File: src/hw/rtl/swm_pkg.sv
// Shared constants, types and helpers for the sliding window median filter.
`default_nettype none
package swm_pkg;

  localparam int WINDOW_MAX  = 64;
  localparam int SAMPLE_BITS = 16;
  localparam int CFG_BITS    = 7;
  localparam int CNT_BITS    = $clog2(WINDOW_MAX + 1);
  localparam int AGE_BITS    = $clog2(WINDOW_MAX);
  localparam int OUT_BITS    = SAMPLE_BITS + 1;
  localparam int WS_RESET    = 3;

  typedef logic signed [SAMPLE_BITS-1:0] sample_t;
  typedef logic [AGE_BITS-1:0]           age_t;
  typedef logic [CNT_BITS-1:0]           cnt_t;

  // Values every cell sees in the same cycle.
  typedef struct packed {
    sample_t samp;
    sample_t oldest;
    logic    full;
  } bcast_t;

  // Per-cell position flags derived from the current list length.
  typedef struct packed {
    logic in_b;
    logic in_bp;
    logic first;
  } cell_ctl_t;

  // What a cell shows to its neighbors.
  typedef struct packed {
    sample_t val;
    age_t    age;
    logic    gt;
    logic    past;
  } cell_out_t;

endpackage
`default_nettype wire

File: src/hw/rtl/swm_cell.sv
// One cell of the sorted window: holds a sample and its age, and shifts with its neighbors.
`default_nettype none
module swm_cell
  import swm_pkg::*;
(
  input  logic      clk,
  input  logic      load,
  input  bcast_t    bc,
  input  cell_ctl_t ctl,
  input  cell_out_t left,
  input  cell_out_t right,
  output cell_out_t own
);

  sample_t val;
  age_t    age;
  sample_t val_next;
  age_t    age_next;

  logic    own_gt;
  logic    own_past;
  sample_t b_val;
  age_t    b_age;
  logic    b_big;
  sample_t lb_val;
  age_t    lb_age;
  logic    lb_big;

  always_comb begin
    own_gt   = val > bc.samp;
    own_past = bc.full && (val >= bc.oldest);

    // Slot content after the oldest sample is taken out of the list.
    b_val = own_past ? right.val : val;
    b_age = own_past ? right.age : age;
    b_big = !ctl.in_b || (own_past ? right.gt : own_gt);

    // The same view for the slot to the left.
    lb_val = left.past ? val : left.val;
    lb_age = left.past ? age : left.age;
    lb_big = !ctl.first && (!ctl.in_bp || (left.past ? own_gt : left.gt));

    if (lb_big) begin
      val_next = lb_val;
      age_next = lb_age + age_t'(1);
    end else if (b_big) begin
      val_next = bc.samp;
      age_next = '0;
    end else begin
      val_next = b_val;
      age_next = b_age + age_t'(1);
    end

    own.val  = val;
    own.age  = age;
    own.gt   = own_gt;
    own.past = own_past;
  end

  always_ff @(posedge clk) begin
    if (load) begin
      val <= val_next;
      age <= age_next;
    end
  end

endmodule
`default_nettype wire

File: config.mk
export PLATFORM = sky130hd
export DESIGN_NAME = swm_cell
export DESIGN_NICKNAME = d
export VERILOG_FILES = /design/src/hw/rtl/swm_pkg.sv /design/src/hw/rtl/swm_cell.sv
export SDC_FILE = /design/constraint.sdc
export NUM_CORES = 1
export LEC_CHECK = 0
export BUFFER_PORTS_ARGS = -buffer_cell sky130_fd_sc_hd__buf_2
export CORE_AREA = 2 2 71 73
export CTS_CLUSTER_SIZE = 12
export DETAILED_ROUTE_END_ITERATION = 7
export DIE_AREA = 0 0 73 75
export PLACE_DENSITY = 0.86
export SLEW_MARGIN = 20
export SYNTH_ARGS = -nofsm -noshare
export SYNTH_HDL_FRONTEND = slang
export SYNTH_SLANG_ARGS = --single-unit
File: constraint.sdc
create_clock -name clk -period 7.34 [get_ports clk]
set_input_delay 1.468 -clock clk [delete_from_list [all_inputs] [get_ports clk]]
set_output_delay 1.468 -clock clk [all_outputs]
set_load 0.05 [all_outputs]
Word level (Yosys, flattened, before mapping)
Index checks and enable logic that the tools add are counted.
{ "classes": {"muxes": 10, "reduce_logical": 9, "eq_ne": 1, "n_addsub": 2, "n_lt_le_gt_ge": 2} }
{ "op_table": {"columns": ["cell", "n"], "rows": [
  ["16-bit 2-to-1 mux", 4],
  ["6-bit 2-to-1 mux", 4],
  ["16-bit greater-or-equal comparator", 1],
  ["16-bit > comparator", 1],
  ["6-bit by 1-bit adder with 6-bit output (second input constant)", 2],
  ["1-bit zero test", 3],
  ["3-bit AND reduction", 1],
  ["3-bit nonzero test", 1],
  ["1-bit logical AND", 2],
  ["1-bit logical OR", 2],
  ["1-bit 2-to-1 mux", 2],
  ["2-bit != test (second input constant)", 1]
]} }
{ "totals": {"ff_bits": 22, "wordCells": 26, "output_inout_bits": 24, "input_bits": 86} }

Logic depth before layout (Yosys ltp)
Gate-level depths: netlist (run 1).
{ "logic_depth": {"word_depth": 6, "depth_mapped": 15, "depth_no_buf": 14} }

Least setup slack after synthesis (run 1)
OpenSTA, ideal clock, no wires.
{ "synth_timing": {"path_kind": "input -> output", "startpoint": "in bc[14] (netlist name)", "endpoint": "out own[0] (netlist name)", "n_path_buf": 2, "cell_stages": 9, "required_time_ns": 5.872, "t_arrival_ns": 3.097, "slack_ns": 2.775, "path_cell_list": "inv_1 > ha_1 > a21o_1 > a2111oi_2 > a31oi_1 > a31oi_2 > buf_4 > inv_1 > buf_4"} }
{ "synth_between": {"elab_chain_cells": 2} }
{ "synth_lines": {"columns": ["item", "line_no", "text"], "rows": [
  ["start: declaration", "swm_cell.sv:8", "input bcast_t bc,"],
  ["16-bit greater-or-equal comparator", "swm_cell.sv:31", "own_past = bc.full && (val >= bc.oldest);"],
  ["1-bit logical AND", "swm_cell.sv:31", null],
  ["end: declaration", "swm_cell.sv:12", "output cell_out_t own"]
]} }
No other way between the ends.

==> out/metrics.cfg, run 1 <==
[timing]
rsz0062_at_grt = false
finalHoldViolations = 0
max_slew_margin_pct = 47.4
setup_total_negative_slack_ns = 0
postLayoutSetupSlackWorst_ns = 2.35
drv_slew = 0
final_setup_violations = 0
finalClockSkew_ns = 0.00256
worst_hold_slack_ns = 0.855
final.period_utilization_pct = 68.0
max_clock_freq_ghz = 0.200
fin_crit_ns = 4.99
max_slew.worst_pin.slew_ns = 0.787

[critical_path]
worst-r2r-cell-count = 8
timing.critical_path.slowest_stage_cell = a31oi_2
worstPathCellList = buf_2, inv_1, ha_1, a21o_1, a2111oi_2, a31oi_1, a31oi_2, inv_1, buf_2
max_stage_delay_ns = 0.64
r2r-end = val[5]
worstPathArrival_ns = 3.52
crit_required_ns = 5.87
timing_worst_setup_path_type = input pin to primary output
critical_path.reg2reg.startpoint = val[13]
cp-end-kind = primary output
max_fanout_on_critical_path = 11
critPathLaunchType = input pin
slack_of_the_worst_reg_to_reg_path_ns = 3.72

[detailed_routing]
detail_route.wirelength_um = 5660
drc_errors = 0
top_signal_layer_used = met4
drt_pass1_iterations = 4
met2_wirelength_um = 2790
drt-initial-drc-count = 86
route.layer.met1.wl_um = 2510
met3WireLength_um = 336
wl_per_cell_um = 13.6
detail_route.vias_per_cell = 5.34
postRouteAntennaNets = 0
vias = 2218

[clock_tree]
cts_buffers = 3
ctsResizeCount = 0
cts.htree.levels = 1
cts_tree = done
clock_latency_ns = 0.26
cts_hold_repair.buffers = 0
clock_tree.buffer_depth = 2
clk_pin_slew_worst_paths_ns = 0.08
clockRootBuffer = clkbuf_8
cts_setup_buffers = 0
total_number_of_clock_tree_sinks = 22

[die]
placementRows = 25
boundaryPins = 110
fp.dieW_um = 73
die_area_um2 = 5480
core_footprint_um2 = 4660
height_of_the_chip_um = 75
start_util_pct = 49.8

[global_routing]
gr-usage-all-layers_pct = 21.1
antenna_found_initial = 0
pin_count_of_the_biggest_net_entering_global_routing = 47
first_global_vias = 2172
first_pass_grt_wire_length_um = 9090
overall_overflow_remaining_after_global_route = 0

[place]
dp.cells = 410
dpl_worst_slack_ns = 2.06
place.gp.congestion = 0.861
port-buffer-count = 108
postPlaceCellArea_um2 = 2870
post-dp-hpwl_um = 4600

[cells_and_area]
layoutNonFillerInstCount = 415
ratio_of_cells_with_drive_above_1_in_the_final_layout_pct = 33.5
post-route-util_pct = 63.7
flow.area_growth_from_synthesis_pct = 27.9
final_nets = 483
antenna_cells_inserted = 0
final_instance_area_um2 = 2970

[status]
status = completed

[power]
max_vdd_drop_v = 0.0000966
p_total_mw = 0.498
powerDensity_nw_per_um2 = 168
leakage_power_nw = 1.49

[synthesis]
post_synth.cell_area_avg_um2 = 8.99
asyncSetResetFlopFracSynth_pct = 0
postSynthCellCount = 258
synth.cell_area_um2 = 2320
yosys_warnings = 0
synth-seq-cells = 22
synth_edf_count = 22
ys_seq_area_share_pct = 28.5
ys_dominant_reg_cell = edfxtp_1
synth_nets = 378
ys_types = 39

[hold_path]
hold_path_end = age[5]
timing.hold.worst.class = flop to flop
worst_hold_startpoint = age[5]
timing.hold.worst_path_depth = 3

[flow_run]
maxCapViolCount = 0

==> cell usage after synthesis, types with 2 or more instances <==
| library cell | count | share of area [%] |
|---|---|---|
| edfxtp_1 | 22 | 28 |
| nand2_1 | 12 | 1.9 |
| nor2_1 | 22 | 3.6 |
| ha_1 | 34 | 18 |
| a31oi_1 | 2 | 0.54 |
| mux2i_1 | 22 | 9.5 |
| o22ai_1 | 2 | 0.54 |
| a21oi_1 | 26 | 5.6 |
| o2111ai_1 | 2 | 0.76 |
| clkbuf_1 | 2 | 0.32 |
| nand3_1 | 8 | 1.7 |
| inv_1 | 36 | 5.8 |
| o21ai_0 | 12 | 2.6 |
| and4_1 | 4 | 1.5 |
| and3_1 | 2 | 0.54 |
| nand4_1 | 6 | 1.6 |
| nor2b_1 | 2 | 0.54 |
| mux2_2 | 3 | 1.5 |
| xnor2_1 | 5 | 1.9 |
| buf_2 | 3 | 0.65 |
| a21o_1 | 3 | 0.97 |
| buf_4 | 3 | 0.97 |
| o211ai_1 | 3 | 0.97 |
| xor2_1 | 6 | 2.3 |
| o21ai_1 | 2 | 0.43 |
==> critical path, delay by kind of cell <==
kind            cells  cell delay (ns)
buf+inv             4             0.44
fa+ha+maj           1             0.29
compound gates      4             1.32
==> how the worst max path moves through the flow <==
stage | start | end | slack [ns] | cells after the start
finish | bc[14] | own[0] | 2.35 | 9
global route | bc[14] | own[0] | 2.14 | 9
CTS | bc[14] | val[6] | 2.34 | 9
detailed placement | bc[14] | val[6] | 2.06 | 9
global placement | bc[14] | val[4] | 2.14 | 9
floorplan | bc[14] | own[0] | 2.78 | 9
==> kinds of logic (layout without fill, tap and decap cells) <==
logic type / count (synthesis) / in the layout / synth area share [%]
muxes: 27 / 27 / 12.4
DFF: 22 / 22 / 28.5
buffers and inverters: 46 / 149 / 8.90
AOI/OAI and AO/OA: 59 / 59 / 15.5
and+or+nand+nor: 59 / 59 / 12.2
adders and majority gates: 34 / 34 / 18.3
xor gates and xnor gates: 11 / 11 / 4.15
==> state kept, by name, summed over array words and instances, names as in the netlist <==
| signal | flops |
|---|---|
| val | 16 |
| age | 6 |
==> layer usage <==
layer,global-route usage (%),up-vias
li1,-,1141
met1,25.1,990
met2,39.6,85
met3,2.81,2
met4,5.56,0
met5,0,-
==> report_power, final <==
part | internal (mW) | switching (mW)
Combinational | 0.0939 | 0.153
Clock | 0.0367 | 0.0398
Sequential | 0.160 | 0.0147
Total | 0.290 | 0.207
==> placed cells by master (no fill, tap or decap), types with 2 or more instances in the layout <==
cell type / Yosys / layout
a21o_1: 3 / 3
a21oi_1: 26 / 26
and3_1: 2 / 2
and4_1: 4 / 4
buf_2: 3 / 108
clkbuf_8: 0 / 3
edfxtp_1: 22 / 22
ha_1: 34 / 34
inv_1: 36 / 36
mux2_2: 3 / 3
mux2i_1: 22 / 22
nand2_1: 12 / 12
nand3_1: 8 / 8
nand4_1: 6 / 6
nor2_1: 22 / 22
nor2b_1: 2 / 2
o2111ai_1: 2 / 2
o211ai_1: 3 / 3
o21ai_0: 12 / 12
o22ai_1: 2 / 2
xnor2_1: 5 / 5
xor2_1: 6 / 6
==> area by class of cell <==
type / count / area (um^2)
Multi-Input combinational cell: 190 / 1480
Fill cell: 397 / 1690
Sequential cell: 22 / 661
Timing Repair Buffer: 110 / 583
Inverter: 36 / 135
Tap cell: 54 / 67.6
Clock buffer: 3 / 41.3
Note: power is estimated with default switching activity, not from simulation.
==> run 2, diff against run 1 <==
--- a/config.mk
+++ b/config.mk
@@ -6,11 +6,11 @@
 export NUM_CORES = 1
 export LEC_CHECK = 0
 export BUFFER_PORTS_ARGS = -buffer_cell sky130_fd_sc_hd__buf_2
-export CORE_AREA = 2 2 71 73
+export CORE_AREA = 2 2 74 76
 export CTS_CLUSTER_SIZE = 12
 export DETAILED_ROUTE_END_ITERATION = 7
-export DIE_AREA = 0 0 73 75
-export PLACE_DENSITY = 0.86
+export DIE_AREA = 0 0 76 78
+export PLACE_DENSITY = 0.8
 export SLEW_MARGIN = 20
 export SYNTH_ARGS = -nofsm -noshare
 export SYNTH_HDL_FRONTEND = slang
==> constraint.sdc (replaced) <==
create_clock -name clk -period 5 [get_ports clk]
set_input_delay 1 -clock clk [delete_from_list [all_inputs] [get_ports clk]]
set_output_delay 1 -clock clk [all_outputs]
set_load 0.05 [all_outputs]
==> run 2 against run 1 <==
Net effect:
- global-route usage shrank 1.3 points
- largest power group unchanged
- sequential share of layout area hardly changed
- via count grew 0.63%
- critical endpoint is now val[5]
==> out/metrics.cfg, run 2 (same netlist as run 1, synthesis figures left out) <==
[status]
status = completed  ; unchanged

[critical_path]
worstPathCellList = buf_2, inv_1, ha_1, and3_1, nand4_1, o21ai_0, o22ai_1, o21ai_4, o21ai_0, a31oi_2  ; was buf_2, inv_1, ha_1, a21o_1, a2111oi_2, a31oi_1, a31oi_2, inv_1, buf_2
max_stage_delay_ns = 0.81  ; was 0.64 ns
critPathLaunchType = input pin  ; unchanged
worst-r2r-cell-count = 8  ; unchanged
timing.critical_path.depth = 10  ; was 9
crit_top_cell = o21ai_0
crit_path_start = bc[32]  ; was bc[14]
worst-path-buf-inv = 2  ; was 4
critical_path.reg2reg.startpoint = val[15]  ; was val[13]
timing_worst_setup_path_type = input pin to flop  ; was input pin to primary output
cp-end-kind = flop  ; was primary output
max_fanout_on_critical_path = 23  ; was 11
worstPathArrival_ns = 3.85  ; was 3.52 ns
crit_required_ns = 4.89  ; was 5.87 ns
critical_path.top_delay_family = compound AO/OA/AOI/OAI gates  ; unchanged
timing.critical_path.slowest_stage_cell = a31oi_2  ; unchanged

[flow_run]
maxCapViolCount = 0  ; unchanged

[hold_path]
timing.hold.worst_path_depth = 4  ; was 3
worst_hold_startpoint = age[4]  ; was age[5]
timing.hold.worst.class = flop to flop  ; unchanged

[power]
p_total_mw = 0.732  ; was 0.498 mW
leakage_power_nw = 1.49  ; about the same
powerDensity_nw_per_um2 = 247  ; was 168 nW/um^2
max_vdd_drop_v = 0.000131  ; was 0.0000966 V

[place]
postPlaceCellArea_um2 = 2920  ; was 2870 um^2
post-dp-hpwl_um = 4720  ; was 4600 um
port-buffer-count = 108  ; unchanged
place.gp.congestion = 0.803  ; was 0.861
dpl_worst_slack_ns = 0.758  ; was 2.06 ns

[cells_and_area]
registers.top_by_ff_count = val  ; unchanged
layout_commonest_cell = buf_2  ; unchanged
layout_common_cells = buf_2, inv_1, ha_1  ; unchanged
largest_register_ff_count = 16  ; unchanged
post-route-util_pct = 58.7  ; was 63.7%
antenna_cells_inserted = 0  ; unchanged
final_instance_area_um2 = 2960  ; was 2970 um^2
ratio_of_cells_with_drive_above_1_in_the_final_layout_pct = 33.6  ; was 33.5%
flow.area_growth_from_synthesis_pct = 27.7  ; was 27.9%
final_nets = 484  ; was 483
largestRegisters = val: 16 flops, age: 6 flops  ; unchanged

[global_routing]
first_global_vias = 2213  ; was 2172
pin_count_of_the_biggest_net_entering_global_routing = 25  ; was 47
overall_overflow_remaining_after_global_route = 0  ; unchanged
antenna_found_initial = 0  ; unchanged
gr-usage-all-layers_pct = 19.8  ; was 21.1%
first_pass_grt_wire_length_um = 9630  ; was 9090 um

[timing]
final.period_utilization_pct = 79.1
postLayoutSetupSlackWorst_ns = 1.05  ; was 2.35 ns
finalClockSkew_ns = 0.00485  ; was 0.00256 ns
fin_crit_ns = 3.95
final_setup_violations = 0  ; unchanged
drv_slew = 0  ; unchanged
finalHoldViolations = 0  ; unchanged
max_clock_freq_ghz = 0.253
rsz0062_at_grt = false  ; unchanged
max_slew_margin_pct = 33.8  ; was 47.4%
setup_total_negative_slack_ns = 0  ; unchanged
max_slew.worst_pin.slew_ns = 0.990  ; was 0.787 ns

[die]
die_area_um2 = 5930  ; was 5480 um^2
start_util_pct = 46.0  ; was 49.8%
boundaryPins = 110  ; unchanged
fp.dieW_um = 76  ; was 73 um
core_footprint_um2 = 5040  ; was 4660 um^2
placementRows = 26  ; was 25
height_of_the_chip_um = 78  ; was 75 um

[detailed_routing]
detail_route.vias_per_cell = 5.15  ; was 5.34
detail_route.wirelength_um = 5820  ; was 5660 um
postRouteAntennaNets = 0  ; unchanged
drt-initial-drc-count = 62  ; was 86
vias = 2232  ; was 2218
drc_errors = 0  ; unchanged
drt_pass1_iterations = 4  ; unchanged
wl_per_cell_um = 13.4  ; was 13.6 um

[clock_tree]
cts_tree = done  ; unchanged
cts_setup_buffers = 0  ; unchanged
clock_latency_ns = 0.27  ; was 0.26 ns
ctsResizeCount = 0  ; unchanged
clk_pin_slew_worst_paths_ns = 0.09  ; was 0.08 ns
cts_hold_repair.buffers = 0  ; unchanged
cts_buffers = 3  ; unchanged
cts.htree.levels = 1  ; unchanged
total_number_of_clock_tree_sinks = 22  ; unchanged
clockRootBuffer = clkbuf_8  ; unchanged
clock_tree.buffer_depth = 2  ; unchanged

-- run 2: cell types whose count changed in the layout (fill, tap and decap cells not counted) --
cell      delta
a31oi_4      -1
buf_4        +3
a31oi_2      +1
buf_16       -1
buf_8        -1
clkinv_1     +1
-- run 2: cell type report --
class | count | area, um^2
well taps | 70 | 87.6
repair buffers | 111 | 563
fillers | 458 | 2080
inverters | 36 | 135
flip-flops and latches | 22 | 661
clock inverters | 1 | 3.75
multi-input cells | 190 | 1470
clock buffers | 3 | 41.3
-- run 2: metal layers --
metal	wire length, um	GRT usage (%)	vias to the layer above
li1	-	-	1138
met1	2680	24.5	1007
met2	2750	35.7	82
met3	344	2.91	5
met4	44	5.82	0
met5	0	0	-
-- run 2: power by group --
part / total, mW / leakage, nW / internal [mW] / switching (mW)
registers: 0.256 / 0.212 / 0.235 / 0.0212
clock network: 0.119 / 0.0231 / 0.0550 / 0.0643
logic: 0.357 / 1.25 / 0.133 / 0.223
-- run 2: worst register-to-register path, cell delays in order (launching register included) --
cell and delay (ns):
edfxtp_1 0.44, ha_1 0.37, and3_1 0.23, nand4_1 0.15, o21ai_0 0.27, o22ai_1 0.21, o21ai_4 0.53, o21ai_0 0.20
a31oi_2 0.81
-- run 2: final timing paths --
check                              end  slack, ns
worst min register to register  age[4]       0.85
worst max register to register  val[5]       1.43
worst max-delay path            val[5]       1.05
worst min-delay path            age[4]       0.85
-- run 2: per-stage QoR --
stage / std cells / hold slack, ns
final: 433 / 0.849
after global routing: 433 / 0.879
after CTS: 433 / 0.849
after detailed placement: 429 / 0.834
after global placement: 429 / 0.803
after floorplan: 258 / 1.10
==> run 3, diff against run 2 <==
--- a/config.mk
+++ b/config.mk
@@ -6,11 +6,11 @@
 export NUM_CORES = 1
 export LEC_CHECK = 0
 export BUFFER_PORTS_ARGS = -buffer_cell sky130_fd_sc_hd__buf_2
-export CORE_AREA = 2 2 74 76
+export CORE_AREA = 2 2 77 79
 export CTS_CLUSTER_SIZE = 12
 export DETAILED_ROUTE_END_ITERATION = 7
-export DIE_AREA = 0 0 76 78
-export PLACE_DENSITY = 0.8
+export DIE_AREA = 0 0 79 81
+export PLACE_DENSITY = 0.78
 export SLEW_MARGIN = 20
 export SYNTH_ARGS = -nofsm -noshare
 export SYNTH_HDL_FRONTEND = slang
==> constraint.sdc (replaced) <==
create_clock -name clk -period 3.6 [get_ports clk]
set_input_delay 0.72 -clock clk [delete_from_list [all_inputs] [get_ports clk]]
set_output_delay 0.72 -clock clk [all_outputs]
set_load 0.05 [all_outputs]
==> run 3 against run 2 <==
Net effect:
- final area rose by 1.5%
- first-iteration DRC count did not move
- register-to-register slack lost 0.92 ns
- worst setup slack worse by 0.78 ns
- sequential cell count did not move
- final cell count rose by 2.3%
- via count about the same
- clock power up 36%
- critical path depth did not move
- utilization decreased by 5.8 points
- clock-buffer cell count stayed put
- global-route usage is 2.0 points lower
- critical path type is now input pin to primary output
- largest power group unchanged
==> out/metrics.cfg, run 3 (same netlist as run 1, synthesis figures left out) <==
[status]
status = completed  ; unchanged

[clock_tree]
clk_pin_slew_worst_paths_ns = 0.09  ; about the same
clock_latency_ns = 0.26  ; was 0.27 ns
ctsResizeCount = 0  ; unchanged
cts_buffers = 3  ; unchanged
cts.htree.levels = 1  ; unchanged
total_number_of_clock_tree_sinks = 22  ; unchanged
clockRootBuffer = clkbuf_8  ; unchanged
cts_hold_repair.buffers = 0  ; unchanged
cts_tree = done  ; unchanged
clock_tree.buffer_depth = 2  ; unchanged
cts_setup_buffers = 0  ; unchanged

[cells_and_area]
num-fill-cells = 549  ; was 458
registers.top_by_ff_count = val  ; unchanged
antenna_cells_inserted = 0  ; unchanged
flow.area_growth_from_synthesis_pct = 29.6  ; was 27.7%
post-route-util_pct = 53.0  ; was 58.7%
largest_register_ff_count = 16  ; unchanged
ratio_of_cells_with_drive_above_1_in_the_final_layout_pct = 34.5  ; was 33.6%
largestRegisters = val: 16 flops, age: 6 flops  ; unchanged
multi_input_area_um2 = 1470  ; unchanged
final_nets = 489  ; was 484
layout_common_cells = buf_2, inv_1, ha_1  ; unchanged
area_occupied_by_registers_um2 = 661  ; unchanged
layout_commonest_cell = buf_2  ; unchanged

[global_routing]
first_global_vias = 2058  ; was 2213
gr-usage-all-layers_pct = 17.8  ; was 19.8%
first_pass_grt_wire_length_um = 9030  ; was 9630 um
pin_count_of_the_biggest_net_entering_global_routing = 31  ; was 25
antenna_found_initial = 0  ; unchanged
overall_overflow_remaining_after_global_route = 0  ; unchanged

[critical_path]
cp-end-kind = primary output  ; was flop
timing_worst_setup_path_type = input pin to primary output  ; was input pin to flop
max_stage_delay_ns = 0.34  ; was 0.81 ns
critPathLaunchType = input pin  ; unchanged
critical_path.top_delay_family = compound AO/OA/AOI/OAI gates  ; unchanged
worstPathArrival_ns = 2.61  ; was 3.85 ns
timing.critical_path.slowest_stage_cell = a2111oi_2  ; was a31oi_2
max_fanout_on_critical_path = 9  ; was 23
crit_required_ns = 2.88  ; was 4.89 ns
worstPathCellList = buf_2, inv_1, ha_1, a21o_1, a2111oi_2, a31oi_1, a31oi_2, buf_4, inv_1, buf_2  ; was buf_2, inv_1, ha_1, and3_1, nand4_1, o21ai_0, o22ai_1, o21ai_4, o21ai_0, a31oi_2
worst-path-buf-inv = 5  ; was 2

[timing]
finalHoldViolations = 0  ; unchanged
setup_total_negative_slack_ns = 0  ; unchanged
fin_crit_ns = 3.33
final.period_utilization_pct = 92.5
worst_hold_slack_ns = 0.774  ; was 0.849 ns
drv_slew = 0  ; unchanged
finalClockSkew_ns = 0.00134  ; was 0.00485 ns
max_slew.worst_pin.slew_ns = 0.333  ; was 0.990 ns
rsz0062_at_grt = false  ; unchanged
max_slew_margin_pct = 77.8  ; was 33.8%
final_setup_violations = 0  ; unchanged
postLayoutSetupSlackWorst_ns = 0.269  ; was 1.05 ns
max_clock_freq_ghz = 0.300

[place]
place.gp.congestion = 0.857  ; was 0.803
port-buffer-count = 108  ; unchanged
post-dp-hpwl_um = 4950  ; was 4720 um
dpl_worst_slack_ns = 0.0996  ; was 0.758 ns

[die]
start_util_pct = 40.9  ; was 46.0%
height_of_the_chip_um = 81  ; was 78 um
boundaryPins = 110  ; unchanged
fp.dieW_um = 79  ; was 76 um
placementRows = 28  ; was 26
core_footprint_um2 = 5680  ; was 5040 um^2
die_area_um2 = 6400  ; was 5930 um^2

[detailed_routing]
detail_route.wirelength_um = 5850  ; was 5820 um
postRouteAntennaNets = 0  ; unchanged
wl_per_cell_um = 13.2  ; was 13.4 um
vias = 2233  ; was 2232
drt_pass1_iterations = 4  ; unchanged
drt-initial-drc-count = 62  ; unchanged
drc_errors = 0  ; unchanged
detail_route.vias_per_cell = 5.04  ; was 5.15

[power]
leakage_power_nw = 1.51  ; was 1.49 nW
powerDensity_nw_per_um2 = 341  ; was 247 nW/um^2
max_vdd_drop_v = 0.000195  ; was 0.000131 V

[flow_run]
maxCapViolCount = 0  ; unchanged

[hold_path]
timing.hold.worst.class = input pin to flop  ; was flop to flop

run 3: changes by cell type in the layout (fill, tap and decap cells not counted):
cell | before | now
buf_4 | 3 | 8
run 3: path summary, 6_finish.rpt:
check,from,to,slack (ns),cells past startpoint
setup / recovery,bc[14],own[0],0.27,10
hold / removal,left[19],val[11],0.77,3
setup reg to reg,val[13],age[4],0.51,12
hold reg to reg,age[5],age[5],0.85,3
run 3: layer usage:
layer | vias up | wire [um] | share of wire (%) | global-route usage (%)
met2 | 76 | 2820 | 48 | 32.8
met3 | 4 | 426 | 7.3 | 2.33
met5 | - | 0 | 0 | 0
met1 | 1005 | 2550 | 44 | 22.0
li1 | 1148 | - | - | -
met4 | 0 | 57 | 0.97 | 4.31
run 3: cell type report:
class                   count  area share (%)
multi-input cells         190            48.9
clock inverters             1           0.125
clock buffers               3            1.37
well taps                  75            3.12
flip-flops and latches     22            22.0
repair buffers            116            20.0
inverters                  36            4.50
run 3: power by group:
part	internal [mW]	total (mW)	switching [mW]
clock	0.0762	0.162	0.0856
sequential	0.326	0.356	0.0303
combinational	0.195	0.507	0.312
run 3: stage by stage:
stage	cells	total power [mW]	instance area, um^2
after CTS	443	1.03	3010
after global routing	443	1.09	3010
after floorplan	258	0.722	2320
after global placement	439	0.857	2960
final	443	1.02	3010
after detailed placement	439	0.870	2960
run 3: tightest hold or removal path, cell delays in order:
cell and delay [ns]:
buf_2 0.08, nor2_1 0.03, a21oi_1 0.09
